$ cat src/rtl/core/mnr_pkg.sv
`default_nettype none
package mnr_pkg;

  localparam int IN_WIDTH  = 16;
  localparam int PW        = 2 * IN_WIDTH;
  localparam int DW        = 2 * IN_WIDTH + 1;
  localparam int QW        = DW + 1;
  localparam int CW        = $clog2(DW + 1);
  localparam int WHOLE_W   = 17;
  localparam int NUMER_W   = 32;
  localparam int DENOM_W   = 17;

  typedef enum logic [2:0] {
    S_IDLE,
    S_MUL,
    S_DIV_W,
    S_GCD,
    S_DIV_N,
    S_DIV_D,
    S_DONE
  } state_t;

  typedef struct packed {
    logic                 go;
    logic signed [DW-1:0] a;
    logic signed [DW-1:0] b;
  } div_req_t;

  typedef struct packed {
    logic                 done;
    logic signed [QW-1:0] quo;
    logic signed [DW-1:0] rem;
  } div_rsp_t;

endpackage
`default_nettype wire

$ cat src/rtl/core/mnr_in_if.sv
`default_nettype none
interface mnr_in_if;
  logic                                valid;
  logic                                ready;
  logic signed [mnr_pkg::IN_WIDTH-1:0] whole_in;
  logic signed [mnr_pkg::IN_WIDTH-1:0] numer_in;
  logic signed [mnr_pkg::IN_WIDTH-1:0] denom_in;

  modport source (output valid, output whole_in, output numer_in, output denom_in,
                  input ready);
  modport sink   (input valid, input whole_in, input numer_in, input denom_in,
                  output ready);
endinterface
`default_nettype wire

$ cat src/rtl/core/mnr_out_if.sv
`default_nettype none
interface mnr_out_if;
  logic                               valid;
  logic                               ready;
  logic signed [mnr_pkg::WHOLE_W-1:0] whole_out;
  logic signed [mnr_pkg::NUMER_W-1:0] numer_out;
  logic signed [mnr_pkg::DENOM_W-1:0] denom_out;
  logic                               div_zero;

  modport source (output valid, output whole_out, output numer_out, output denom_out,
                  output div_zero, input ready);
  modport sink   (input valid, input whole_out, input numer_out, input denom_out,
                  input div_zero, output ready);
endinterface
`default_nettype wire

$ cat src/rtl/core/mnr_div.sv
`default_nettype none
module mnr_div (
  input  wire                clk,
  input  wire                rst_n,
  input  mnr_pkg::div_req_t  req,
  output mnr_pkg::div_rsp_t  rsp
);

  logic                        run_r;
  logic                        done_r;
  logic [mnr_pkg::CW-1:0]      cnt_r;
  logic [mnr_pkg::DW-1:0]      rem_r;
  logic [mnr_pkg::DW-1:0]      quo_r;
  logic [mnr_pkg::DW-1:0]      bm_r;
  logic                        qneg_r;
  logic                        rneg_r;

  logic [mnr_pkg::DW-1:0]      trial;
  logic [mnr_pkg::DW-1:0]      diff;
  logic                        fits;
  logic [mnr_pkg::DW-1:0]      am;
  logic [mnr_pkg::DW-1:0]      bm;
  logic                        start;
  logic signed [mnr_pkg::QW-1:0] quo_ext;

  assign start = req.go && !run_r;
  assign am    = req.a[mnr_pkg::DW-1] ? mnr_pkg::DW'(-req.a) : mnr_pkg::DW'(req.a);
  assign bm    = req.b[mnr_pkg::DW-1] ? mnr_pkg::DW'(-req.b) : mnr_pkg::DW'(req.b);
  assign trial = {rem_r[mnr_pkg::DW-2:0], quo_r[mnr_pkg::DW-1]};
  assign fits  = trial >= bm_r;
  assign diff  = trial - bm_r;

  always_ff @(posedge clk) begin
    if (!rst_n) begin
      run_r  <= 1'b0;
      done_r <= 1'b0;
    end else begin
      done_r <= 1'b0;
      if (start) begin
        run_r <= 1'b1;
      end else if (run_r && cnt_r == mnr_pkg::CW'(1)) begin
        run_r  <= 1'b0;
        done_r <= 1'b1;
      end
    end
  end

  // restoring divide on magnitudes, one quotient bit a cycle
  always_ff @(posedge clk) begin
    if (start) begin
      rem_r  <= '0;
      quo_r  <= am;
      bm_r   <= bm;
      cnt_r  <= mnr_pkg::CW'(mnr_pkg::DW);
      qneg_r <= req.a[mnr_pkg::DW-1] ^ req.b[mnr_pkg::DW-1];
      rneg_r <= req.a[mnr_pkg::DW-1];
    end else if (run_r) begin
      rem_r <= fits ? diff : trial;
      quo_r <= {quo_r[mnr_pkg::DW-2:0], fits};
      cnt_r <= cnt_r - mnr_pkg::CW'(1);
    end
  end

  assign quo_ext  = {1'b0, quo_r};
  assign rsp.done = done_r;
  assign rsp.quo  = qneg_r ? -quo_ext : quo_ext;
  assign rsp.rem  = rneg_r ? -$signed(rem_r) : $signed(rem_r);

endmodule
`default_nettype wire

$ cat src/rtl/core/mixed_number_reduce.sv
// Reduces one mixed number per word. The block forms whole*den + num, then in
// mixed mode divides by the denominator for the whole part and remainder, and
// in improper mode keeps the total as numerator; the fraction is then reduced
// by the signed Euclid recursion and two divisions by the GCD. All divisions
// and remainders run on one shared restoring divider, one quotient bit a
// cycle. A zero denominator skips the arithmetic and gives a div_zero word.
// in_word.ready is high only while no word is being worked on; the finished
// word waits in an output register, so the next word may be taken meanwhile.
// The mode bit mode_r is written through cfg_we.
`default_nettype none
module mixed_number_reduce (
  input  wire       clk,
  input  wire       rst_n,
  mnr_in_if.sink    in_word,
  mnr_out_if.source out_word,
  input  wire       cfg_we,
  input  wire       cfg_wdata
);

  mnr_pkg::state_t state_r, state_nxt;

  logic mode_r;
  logic go_r, go_nxt;
  logic zero_r, zero_nxt;

  logic signed [mnr_pkg::IN_WIDTH-1:0] whole_r, whole_nxt;
  logic signed [mnr_pkg::IN_WIDTH-1:0] num_r, num_nxt;
  logic signed [mnr_pkg::IN_WIDTH-1:0] den_r, den_nxt;
  logic signed [mnr_pkg::DW-1:0]       total_r, total_nxt;
  logic signed [mnr_pkg::QW-1:0]       w_r, w_nxt;
  logic signed [mnr_pkg::DW-1:0]       n_r, n_nxt;
  logic signed [mnr_pkg::DW-1:0]       ga_r, ga_nxt;
  logic signed [mnr_pkg::DW-1:0]       gb_r, gb_nxt;
  logic signed [mnr_pkg::QW-1:0]       nq_r, nq_nxt;
  logic signed [mnr_pkg::DENOM_W-1:0]  dq_r, dq_nxt;

  logic                               out_valid_r, out_valid_nxt;
  logic signed [mnr_pkg::WHOLE_W-1:0] out_whole_r, out_whole_nxt;
  logic signed [mnr_pkg::NUMER_W-1:0] out_numer_r, out_numer_nxt;
  logic signed [mnr_pkg::DENOM_W-1:0] out_denom_r, out_denom_nxt;
  logic                               out_zero_r, out_zero_nxt;

  logic signed [mnr_pkg::PW-1:0] prod;
  mnr_pkg::div_req_t div_req;
  mnr_pkg::div_rsp_t div_rsp;

  mnr_div u_div (
    .clk   (clk),
    .rst_n (rst_n),
    .req   (div_req),
    .rsp   (div_rsp)
  );

  assign prod = mnr_pkg::PW'(whole_r) * mnr_pkg::PW'(den_r);

  always_comb begin
    div_req.go = go_r;
    unique case (state_r)
      mnr_pkg::S_DIV_W: begin
        div_req.a = total_r;
        div_req.b = mnr_pkg::DW'(den_r);
      end
      mnr_pkg::S_DIV_N: begin
        div_req.a = n_r;
        div_req.b = ga_r;
      end
      mnr_pkg::S_DIV_D: begin
        div_req.a = mnr_pkg::DW'(den_r);
        div_req.b = ga_r;
      end
      default: begin
        div_req.a = ga_r;
        div_req.b = gb_r;
      end
    endcase
  end

  always_ff @(posedge clk) begin
    if (!rst_n) begin
      mode_r <= 1'b0;
    end else if (cfg_we) begin
      mode_r <= cfg_wdata;
    end
  end

  always_ff @(posedge clk) begin
    if (!rst_n) begin
      state_r     <= mnr_pkg::S_IDLE;
      go_r        <= 1'b0;
      out_valid_r <= 1'b0;
    end else begin
      state_r     <= state_nxt;
      go_r        <= go_nxt;
      out_valid_r <= out_valid_nxt;
    end
  end

  always_ff @(posedge clk) begin
    zero_r      <= zero_nxt;
    whole_r     <= whole_nxt;
    num_r       <= num_nxt;
    den_r       <= den_nxt;
    total_r     <= total_nxt;
    w_r         <= w_nxt;
    n_r         <= n_nxt;
    ga_r        <= ga_nxt;
    gb_r        <= gb_nxt;
    nq_r        <= nq_nxt;
    dq_r        <= dq_nxt;
    out_whole_r <= out_whole_nxt;
    out_numer_r <= out_numer_nxt;
    out_denom_r <= out_denom_nxt;
    out_zero_r  <= out_zero_nxt;
  end

  always_comb begin
    state_nxt     = state_r;
    go_nxt        = 1'b0;
    zero_nxt      = zero_r;
    whole_nxt     = whole_r;
    num_nxt       = num_r;
    den_nxt       = den_r;
    total_nxt     = total_r;
    w_nxt         = w_r;
    n_nxt         = n_r;
    ga_nxt        = ga_r;
    gb_nxt        = gb_r;
    nq_nxt        = nq_r;
    dq_nxt        = dq_r;
    out_valid_nxt = out_valid_r && !out_word.ready;
    out_whole_nxt = out_whole_r;
    out_numer_nxt = out_numer_r;
    out_denom_nxt = out_denom_r;
    out_zero_nxt  = out_zero_r;
    in_word.ready = 1'b0;

    unique case (state_r)
      mnr_pkg::S_IDLE: begin
        in_word.ready = 1'b1;
        if (in_word.valid) begin
          whole_nxt = in_word.whole_in;
          num_nxt   = in_word.numer_in;
          den_nxt   = in_word.denom_in;
          zero_nxt  = in_word.denom_in == '0;
          state_nxt = (in_word.denom_in == '0) ? mnr_pkg::S_DONE : mnr_pkg::S_MUL;
        end
      end
      mnr_pkg::S_MUL: begin
        total_nxt = mnr_pkg::DW'(prod) + mnr_pkg::DW'(num_r);
        if (!mode_r) begin
          state_nxt = mnr_pkg::S_DIV_W;
        end else begin
          w_nxt     = '0;
          n_nxt     = mnr_pkg::DW'(prod) + mnr_pkg::DW'(num_r);
          ga_nxt    = mnr_pkg::DW'(prod) + mnr_pkg::DW'(num_r);
          gb_nxt    = mnr_pkg::DW'(den_r);
          state_nxt = mnr_pkg::S_GCD;
        end
        go_nxt = 1'b1;
      end
      mnr_pkg::S_DIV_W: begin
        if (div_rsp.done) begin
          w_nxt     = div_rsp.quo;
          n_nxt     = div_rsp.rem;
          ga_nxt    = div_rsp.rem;
          gb_nxt    = mnr_pkg::DW'(den_r);
          go_nxt    = 1'b1;
          state_nxt = mnr_pkg::S_GCD;
        end
      end
      mnr_pkg::S_GCD: begin
        if (div_rsp.done) begin
          ga_nxt = gb_r;
          gb_nxt = div_rsp.rem;
          go_nxt = 1'b1;
          if (div_rsp.rem == '0) begin
            state_nxt = mnr_pkg::S_DIV_N;
          end
        end
      end
      mnr_pkg::S_DIV_N: begin
        if (div_rsp.done) begin
          nq_nxt    = div_rsp.quo;
          go_nxt    = 1'b1;
          state_nxt = mnr_pkg::S_DIV_D;
        end
      end
      mnr_pkg::S_DIV_D: begin
        if (div_rsp.done) begin
          dq_nxt    = mnr_pkg::DENOM_W'(div_rsp.quo);
          state_nxt = mnr_pkg::S_DONE;
        end
      end
      mnr_pkg::S_DONE: begin
        if (!out_valid_r || out_word.ready) begin
          out_valid_nxt = 1'b1;
          out_zero_nxt  = zero_r;
          out_whole_nxt = zero_r ? '0 : mnr_pkg::WHOLE_W'(w_r);
          out_numer_nxt = zero_r ? '0 : mnr_pkg::NUMER_W'(nq_r);
          out_denom_nxt = zero_r ? '0 : dq_r;
          state_nxt = mnr_pkg::S_IDLE;
        end
      end
      default: begin
        state_nxt = mnr_pkg::S_IDLE;
      end
    endcase
  end

  assign out_word.valid     = out_valid_r;
  assign out_word.whole_out = out_whole_r;
  assign out_word.numer_out = out_numer_r;
  assign out_word.denom_out = out_denom_r;
  assign out_word.div_zero  = out_zero_r;

endmodule
`default_nettype wire

$ cat src/flat_wrapper.sv
// flat-port wrapper written by rule: the top's interface ports become plain ports
module mixed_number_reduce_flat 
  (clk, rst_n, cfg_we, cfg_wdata, in_word_valid, in_word_whole_in, in_word_numer_in, in_word_denom_in, in_word_ready, out_word_valid, out_word_whole_out, out_word_numer_out, out_word_denom_out, out_word_div_zero, out_word_ready);
  mnr_in_if in_word_i ();
  mnr_out_if out_word_i ();
  input  wire clk;
  input  wire rst_n;
  input  wire cfg_we;
  input  wire cfg_wdata;
  input wire logic [$bits(in_word_i.valid)-1:0] in_word_valid;
  input wire logic [$bits(in_word_i.whole_in)-1:0] in_word_whole_in;
  input wire logic [$bits(in_word_i.numer_in)-1:0] in_word_numer_in;
  input wire logic [$bits(in_word_i.denom_in)-1:0] in_word_denom_in;
  output wire logic [$bits(in_word_i.ready)-1:0] in_word_ready;
  output wire logic [$bits(out_word_i.valid)-1:0] out_word_valid;
  output wire logic [$bits(out_word_i.whole_out)-1:0] out_word_whole_out;
  output wire logic [$bits(out_word_i.numer_out)-1:0] out_word_numer_out;
  output wire logic [$bits(out_word_i.denom_out)-1:0] out_word_denom_out;
  output wire logic [$bits(out_word_i.div_zero)-1:0] out_word_div_zero;
  input wire logic [$bits(out_word_i.ready)-1:0] out_word_ready;
  assign in_word_i.valid = in_word_valid;
  assign in_word_i.whole_in = in_word_whole_in;
  assign in_word_i.numer_in = in_word_numer_in;
  assign in_word_i.denom_in = in_word_denom_in;
  assign in_word_ready = in_word_i.ready;
  assign out_word_valid = out_word_i.valid;
  assign out_word_whole_out = out_word_i.whole_out;
  assign out_word_numer_out = out_word_i.numer_out;
  assign out_word_denom_out = out_word_i.denom_out;
  assign out_word_div_zero = out_word_i.div_zero;
  assign out_word_i.ready = out_word_ready;
  mixed_number_reduce u_core (.clk(clk), .rst_n(rst_n), .in_word(in_word_i), .out_word(out_word_i), .cfg_we(cfg_we), .cfg_wdata(cfg_wdata));
endmodule
$ cat config.mk
export PLATFORM = sky130hd
export DESIGN_NAME = mixed_number_reduce_flat
export DESIGN_NICKNAME = d
export VERILOG_FILES = /design/src/rtl/core/mnr_pkg.sv /design/src/rtl/core/mnr_in_if.sv /design/src/rtl/core/mnr_out_if.sv /design/src/rtl/core/mnr_div.sv /design/src/rtl/core/mixed_number_reduce.sv /design/src/flat_wrapper.sv
export SDC_FILE = /design/constraint.sdc
export NUM_CORES = 2
export LEC_CHECK = 0
export ABC_CLOCK_PERIOD_IN_PS = 8100
export BUFFER_PORTS_ARGS = -buffer_cell sky130_fd_sc_hd__buf_4
export CAP_MARGIN = 40
export CELL_PAD_IN_SITES_DETAIL_PLACEMENT = 1
export CELL_PAD_IN_SITES_GLOBAL_PLACEMENT = 1
export CORE_MARGIN = 4
export CORE_UTILIZATION = 50
export CTS_CLUSTER_SIZE = 10
export DETAILED_ROUTE_END_ITERATION = 16
export PLACE_DENSITY = 0.79
export SYNTH_ARGS = -nofsm -noshare
export SYNTH_HDL_FRONTEND = slang
export SYNTH_SLANG_ARGS = --single-unit
$ cat constraint.sdc
create_clock -name clk -period 8.1 [get_ports clk]
set_input_delay 2.43 -clock clk [delete_from_list [all_inputs] [get_ports clk]]
set_output_delay 2.43 -clock clk [all_outputs]
set_load 0.1 [all_outputs]
### Yosys cells after proc, flatten, opt, wreduce, memory -nomap -nowiden

Index checks and enable logic that the tools add are counted.

* output and inout bits: 69
* memories kept: 0
* input port bits: 54
* register bits: 429
* bits in latches: 0
* ROM bits: 0
* bits in writable memories: 0
* logic and storage cells: 114

* magnitude comparators: 1
* muxes and demuxes: 37
* $mul: 1
* divide/modulo/power cells: 0
* add/sub/neg operators: 7
* bitwise operators: 2
* reductions and logical operators: 23
* equal/unequal tests: 15
* shift operators: 0

Operator list (number)
* two-way mux 33 bit: 10
* one-hot mux 33 bit (3 select lines): 2
* one-hot mux 66 bit (3 select lines): 1
* negator 33 bit: 3
* one-hot mux 33 bit (2 select lines): 1
* two-way mux 32 bit: 2
* two-way mux 17 bit: 2
* one-hot mux 17 bit (2 select lines): 1
* adder 32 x 16 -> 33 bit: 1
* greater-or-equal comparator 33 bit: 1
* logical NOT 33 bit: 1
* subtractor 33 bit: 1
* multiplier 16 x 16 -> 32 bit: 1
* negator 32 bit: 1
* two-way mux 3 bit: 8
* one-hot mux 3 bit (7 select lines): 1
* logical NOT 16 bit: 1
* inequality test 2 bit, second input constant: 5
* equality test 3 bit, second input constant: 3
* two-way mux 1 bit: 8
* AND reduction 2 bit: 4
* AND reduction 7 bit: 1
* equality test 3 x 2 -> 1 bit, second input constant: 2
* equality test 6 x 1 -> 1 bit, second input constant: 1
* other kinds (16): 24

### Longest topological paths before layout

* depth in word-level cells: 6
* depth in mapped cells: 27
* depth with buffers taken out: 25

### Hierarchy

A second synthesis with hierarchy kept.

* cell total of the unflattened synthesis: 3198
* area, all modules: 33164.3 µm²

Modules (own cells, without submodules)
* mixed_number_reduce: cells each 2202, seq. area each 9549.2 µm², times used 1, area an instance 24569.8 µm²
* mnr_div: cells each 996, seq. area each 2862.7 µm², times used 1, area an instance 8594.5 µm²

### Worst setup path after synthesis

No wires, ideal clock.

* path kind: input-to-reg
* start point: in out_word_ready
* end point: reg u_core.out_denom_r (netlist bit u_core.out_word.denom_out[0]) (enable)
* buffers on the path: 0
* data arrival time: 7.079 ns
* slack: 0.446 ns
* data required time: 7.525 ns
* stages: 2
* setup time: 0.575 ns
* cells stage by stage: nor2b_1 nor3_1

* longest elaborated chain between the ends: 2

Ends and longest elaborated chain
* start: declaration: RTL line flat_wrapper.sv:20 `input wire logic [$bits(out_word_i.ready)-1:0] out_word_ready;`
* logical OR 1 bit: RTL line mixed_number_reduce.sv:195 `if (!out_valid_r || out_word.ready) begin`
* AND reduction 2 bit (no line)
* end signal: assignment: RTL line mixed_number_reduce.sv:112 `out_denom_r <= out_denom_nxt;`
* end: declaration: RTL line mixed_number_reduce.sv:40 `logic signed [mnr_pkg::DENOM_W-1:0] out_denom_r, out_denom_nxt;`

Every way passes these cells.
A chain may end at the register's enable or synchronous reset.

### Worst setup path after layout

* start point: reg u_core.den_r[5] in the netlist's numbering
* end point: reg u_core.n_r[32] in the netlist's numbering (data pin)

* longest elaborated chain between the ends: 4

Ends and longest elaborated chain
* start: declaration: RTL line mixed_number_reduce.sv:28 `logic signed [mnr_pkg::IN_WIDTH-1:0] den_r, den_nxt;`
* start signal: assignment: RTL line mixed_number_reduce.sv:102 `den_r <= den_nxt;`
* multiplier 16 x 16 -> 32 bit: RTL line mixed_number_reduce.sv:54 `assign prod = mnr_pkg::PW'(whole_r) * mnr_pkg::PW'(den_r);`
* adder 32 x 16 -> 33 bit: RTL line mixed_number_reduce.sv:154 `n_nxt = mnr_pkg::DW'(prod) + mnr_pkg::DW'(num_r);`
* two-way mux 33 bit: RTL line mixed_number_reduce.sv:150 `if (!mode_r) begin`
* one-hot mux 33 bit (2 select lines): RTL line mixed_number_reduce.sv:137 `unique case (state_r)`
* named net u_core.n_nxt (one bit): RTL line mixed_number_reduce.sv:31 `logic signed [mnr_pkg::DW-1:0] n_r, n_nxt;`
* end signal: assignment: RTL line mixed_number_reduce.sv:105 `n_r <= n_nxt;`
* end: declaration: RTL line mixed_number_reduce.sv:31

The timed path passes the listed nets, and every way through them passes these cells. The select of a mux whose other input is x is not followed.

==> summary.md <==
| Metric | Value |
|---|---|
| Ports | `123` |
| Final Critical Period | `7.53 ns` |
| Routed wire length | `99900 um` |
| Rel. slew slack | `0.374` |
| Wire per inst | `23.9 um` |
| Placed instance count | `4087` |
| TritonCTS Buffers | `52` |
| Vias in the first global route | `27000` |
| Worst setup path endpoint | `u_core.n_r[32]` |
| Die W | `264 um` |
| Outcome | `finished clean` |
| Max FO, Critical Path | `19` |
| CTS Buffer Depth | `3` |
| H-tree Lvls | `2` |
| RSZ-0062 raised after global routing | `false` |
| TritonCTS clock tree | `yes` |
| Number of antenna violations at the first check in global routing | `0` |
| DRC viols | `0` |
| Area Overhead vs Synth | `10.8%` |
| Clk sink count | `429` |
| Synth Register Bits | `429` |
| Root buf cell | `clkbuf_16` |
| HP Class | `flip-flop to flip-flop` |
| Rows | `93` |
| Smallest hold slack | `0.498 ns` |
| First-pass DRT Iterations | `6` |
| Fin crit share | `0.930` |
| Final setup violation count | `0` |
| Dpl ws | `0.363 ns` |
| Vias per cell | `5.95` |
| Remaining antenna violation count after routing | `0` |
| Dpl hpwl | `75500 um` |
| Pin count of the biggest net entering global routing | `68` |
| Starting DRT DRC Count | `2013` |
| Critical path origin | `u_core.den_r[5]` |
| Max-cap violations | `0` |
| Avg Inst Size Synth | `10.2 um2` |
| R2r startpoint | `u_core.den_r[5]` |
| Share of the synthesized area in the top cell type | `0.350` |
| Share of cells above drive strength 1 | `0.0904` |
| CP required | `8.43 ns` |
| Skew-Pair Late Insertion Delay | `0.64 ns` |
| Worst Tran Pin Value | `0.939 ns` |
| Post-Layout Cell Count | `4172` |
| Via count | `24800` |
| Gpl congestion | `0.904` |
| Post-CTS Hold Fix Bufs | `0` |
| Worst hold stages | `2` |
| Yosys cell types | `79` |
| Core box area | `0.0647 mm2` |
| Final Skew | `0.0496 ns` |
| Sequential-to-total area share from yosys stat | `0.379` |
| Startpoint types | `flip-flop` |
| Synth Flop Type | `edfxtp_1` |
| Number of synthesized flops with an enable pin | `382` |
| Synth top area cells | `edfxtp_1 (35%), fa_1 (18%), ha_1 (4.8%), inv_1 (4.4%), nand2_1 (3.9%)` |
| First-pass GRT wire length | `156000 um` |
| Maximum clock rate | `133 MHz` |
| Syn. warnings | `0` |
| Synth Instances | `3219` |
| Final Max Tran Viols | `0` |
| Grt ovf | `0` |
| R2R depth | `22` |
| Final hold vios | `0` |
| PnR worst setup slack | `0.570 ns` |
| FFs w/ async S/R, synth | `0` |
| Final nets | `3755` |
| Setup crit end kind | `flip-flop` |
| Register-to-register setup slack | `0.57 ns` |
| Worst-path clk slew | `0.06 ns` |
| Die footprint | `0.0697 mm2` |
| GRT Total Usage | `0.283` |
| Ant diodes | `0` |
| I/O Buffers | `122` |
| WP data arrival | `7.86 ns` |
| Yosys top cell by area | `edfxtp_1` |
| Starting Density | `0.507` |
| Crit Path Category | `flip-flop to flip-flop` |
| Reg-to-reg critical path endpoint | `u_core.n_r[32]` |
| TNS Setup | `0 ns` |
| Area of the mapped netlist | `0.0328 mm2` |
| Post-Syn Nets | `3685` |
| Die height | `264 um` |
-- cells in the mapped netlist, types with 91 or more instances --
cell type  instances
fa_1             287
nor2b_1           91
a21oi_1          141
edfxtp_1         382
xnor2_1          100
clkbuf_1         138
ha_1             125
and2_1           146
inv_1            388
o21ai_0          209
nor2_1           123
nand2_1          345
-- critical path, cell delays in order (launching register included) --
cell,delay [ns]
edfxtp_1,0.88
and2_1,0.27
inv_1,0.07
fa_1,0.54
inv_1,0.07
fa_1,0.82
fa_1,0.53
fa_1,0.52
fa_1,0.50
inv_1,0.06
fa_1,0.48
inv_1,0.04
ha_1,0.36
a21o_1,0.21
a21o_1,0.18
a21oi_1,0.15
o21ai_0,0.10
a31oi_1,0.30
o21ai_0,0.19
or4_1,0.43
a31oi_1,0.22
xnor2_1,0.19
a21oi_1,0.11
-- timing repair --
item                                    in CTS  in global routing
resized for setup                            0                  1
endpoints found under the setup margin       0                  6
setup buffers                                0                  3
-- state kept, by name (all words and copies together), names as in the netlist, 32 cells and up --
register,count
u_core.total_r,33
u_core.u_div.quo_r,33
u_core.u_div.rem_r,33
u_core.ga_r,33
u_core.n_r,33
u_core.gb_r,33
u_core.out_word.numer_out,32
u_core.nq_r,32
u_core.u_div.bm_r,33
-- metal layers --
layer  track usage  routed length [um]  vias up
li1              -                   -    11100
met1         0.356               40100    12700
met2         0.489               48900      769
met3        0.0378                5630      229
met4         0.131                5200        0
met5             0                   0        -
-- cell usage in the layout (no fill, tap or decap), types with 17 or more instances in the layout --
master,synthesis,layout
a211oi_1,22,22
a21o_1,31,31
a21oi_1,141,139
a22oi_1,17,17
a31oi_1,26,26
and2_1,146,145
buf_4,0,180
clkbuf_16,0,52
dfxtp_1,47,44
edfxtp_1,382,382
fa_1,287,287
ha_1,125,125
inv_1,388,388
mux2i_1,44,44
nand2_1,345,344
nand2b_1,24,24
nand3_1,44,44
nor2_1,123,119
nor2b_1,91,89
nor3_1,31,29
o211ai_1,39,39
o21a_1,17,17
o21ai_0,209,209
o22ai_1,17,17
o31ai_1,32,32
or3_1,19,19
xnor2_1,100,100
xor2_1,83,83
-- worst min-delay path by stage --
| stage | slack (ns) | startpoint | to |
|---|---|---|---|
| floorplan | 0.45 | u_core.u_div.cnt_r[5] | u_core.u_div.run_r |
| global placement | 0.47 | u_core.u_div.cnt_r[5] | u_core.u_div.run_r |
| detailed placement | 0.48 | u_core.u_div.cnt_r[1] | u_core.u_div.cnt_r[1] |
| CTS | 0.49 | u_core.u_div.cnt_r[1] | u_core.u_div.cnt_r[1] |
| global route | 0.52 | u_core.u_div.cnt_r[1] | u_core.u_div.cnt_r[1] |
| finish | 0.50 | u_core.u_div.cnt_r[1] | u_core.u_div.cnt_r[1] |
-- final cells by class --
type / instances / area (um2)
clock buffers: 71 / 1400
clock inverters: 11 / 171
fillers: 7099 / 28400
inverters: 389 / 1460
multi-input cells: 2229 / 18300
flip-flops and latches: 429 / 12400
well taps: 855 / 1070
repair buffers: 188 / 1490
-- cell families after synthesis --
logic type                 count (synthesis)  share of synthesized area
DFF                                      429                      0.379
xor gates and xnor gates                 183                     0.0489
muxes                                     46                     0.0141
AOI/OAI and AO/OA                        666                      0.129
buffers and inverters                    561                     0.0650
and+or+nand+nor                          922                      0.141
adders and majority gates                412                      0.223
-- metrics by stage --
step	area (um2)	util
finish	36300	0.562
global route	36300	0.562
CTS	36300	0.561
detailed placement	34700	0.537
global placement	34600	0.534
floorplan	32800	-
Power is left out: the tool's default activity adds up to more than one toggle a clock period on the data nets, which glitch-free logic cannot reach.
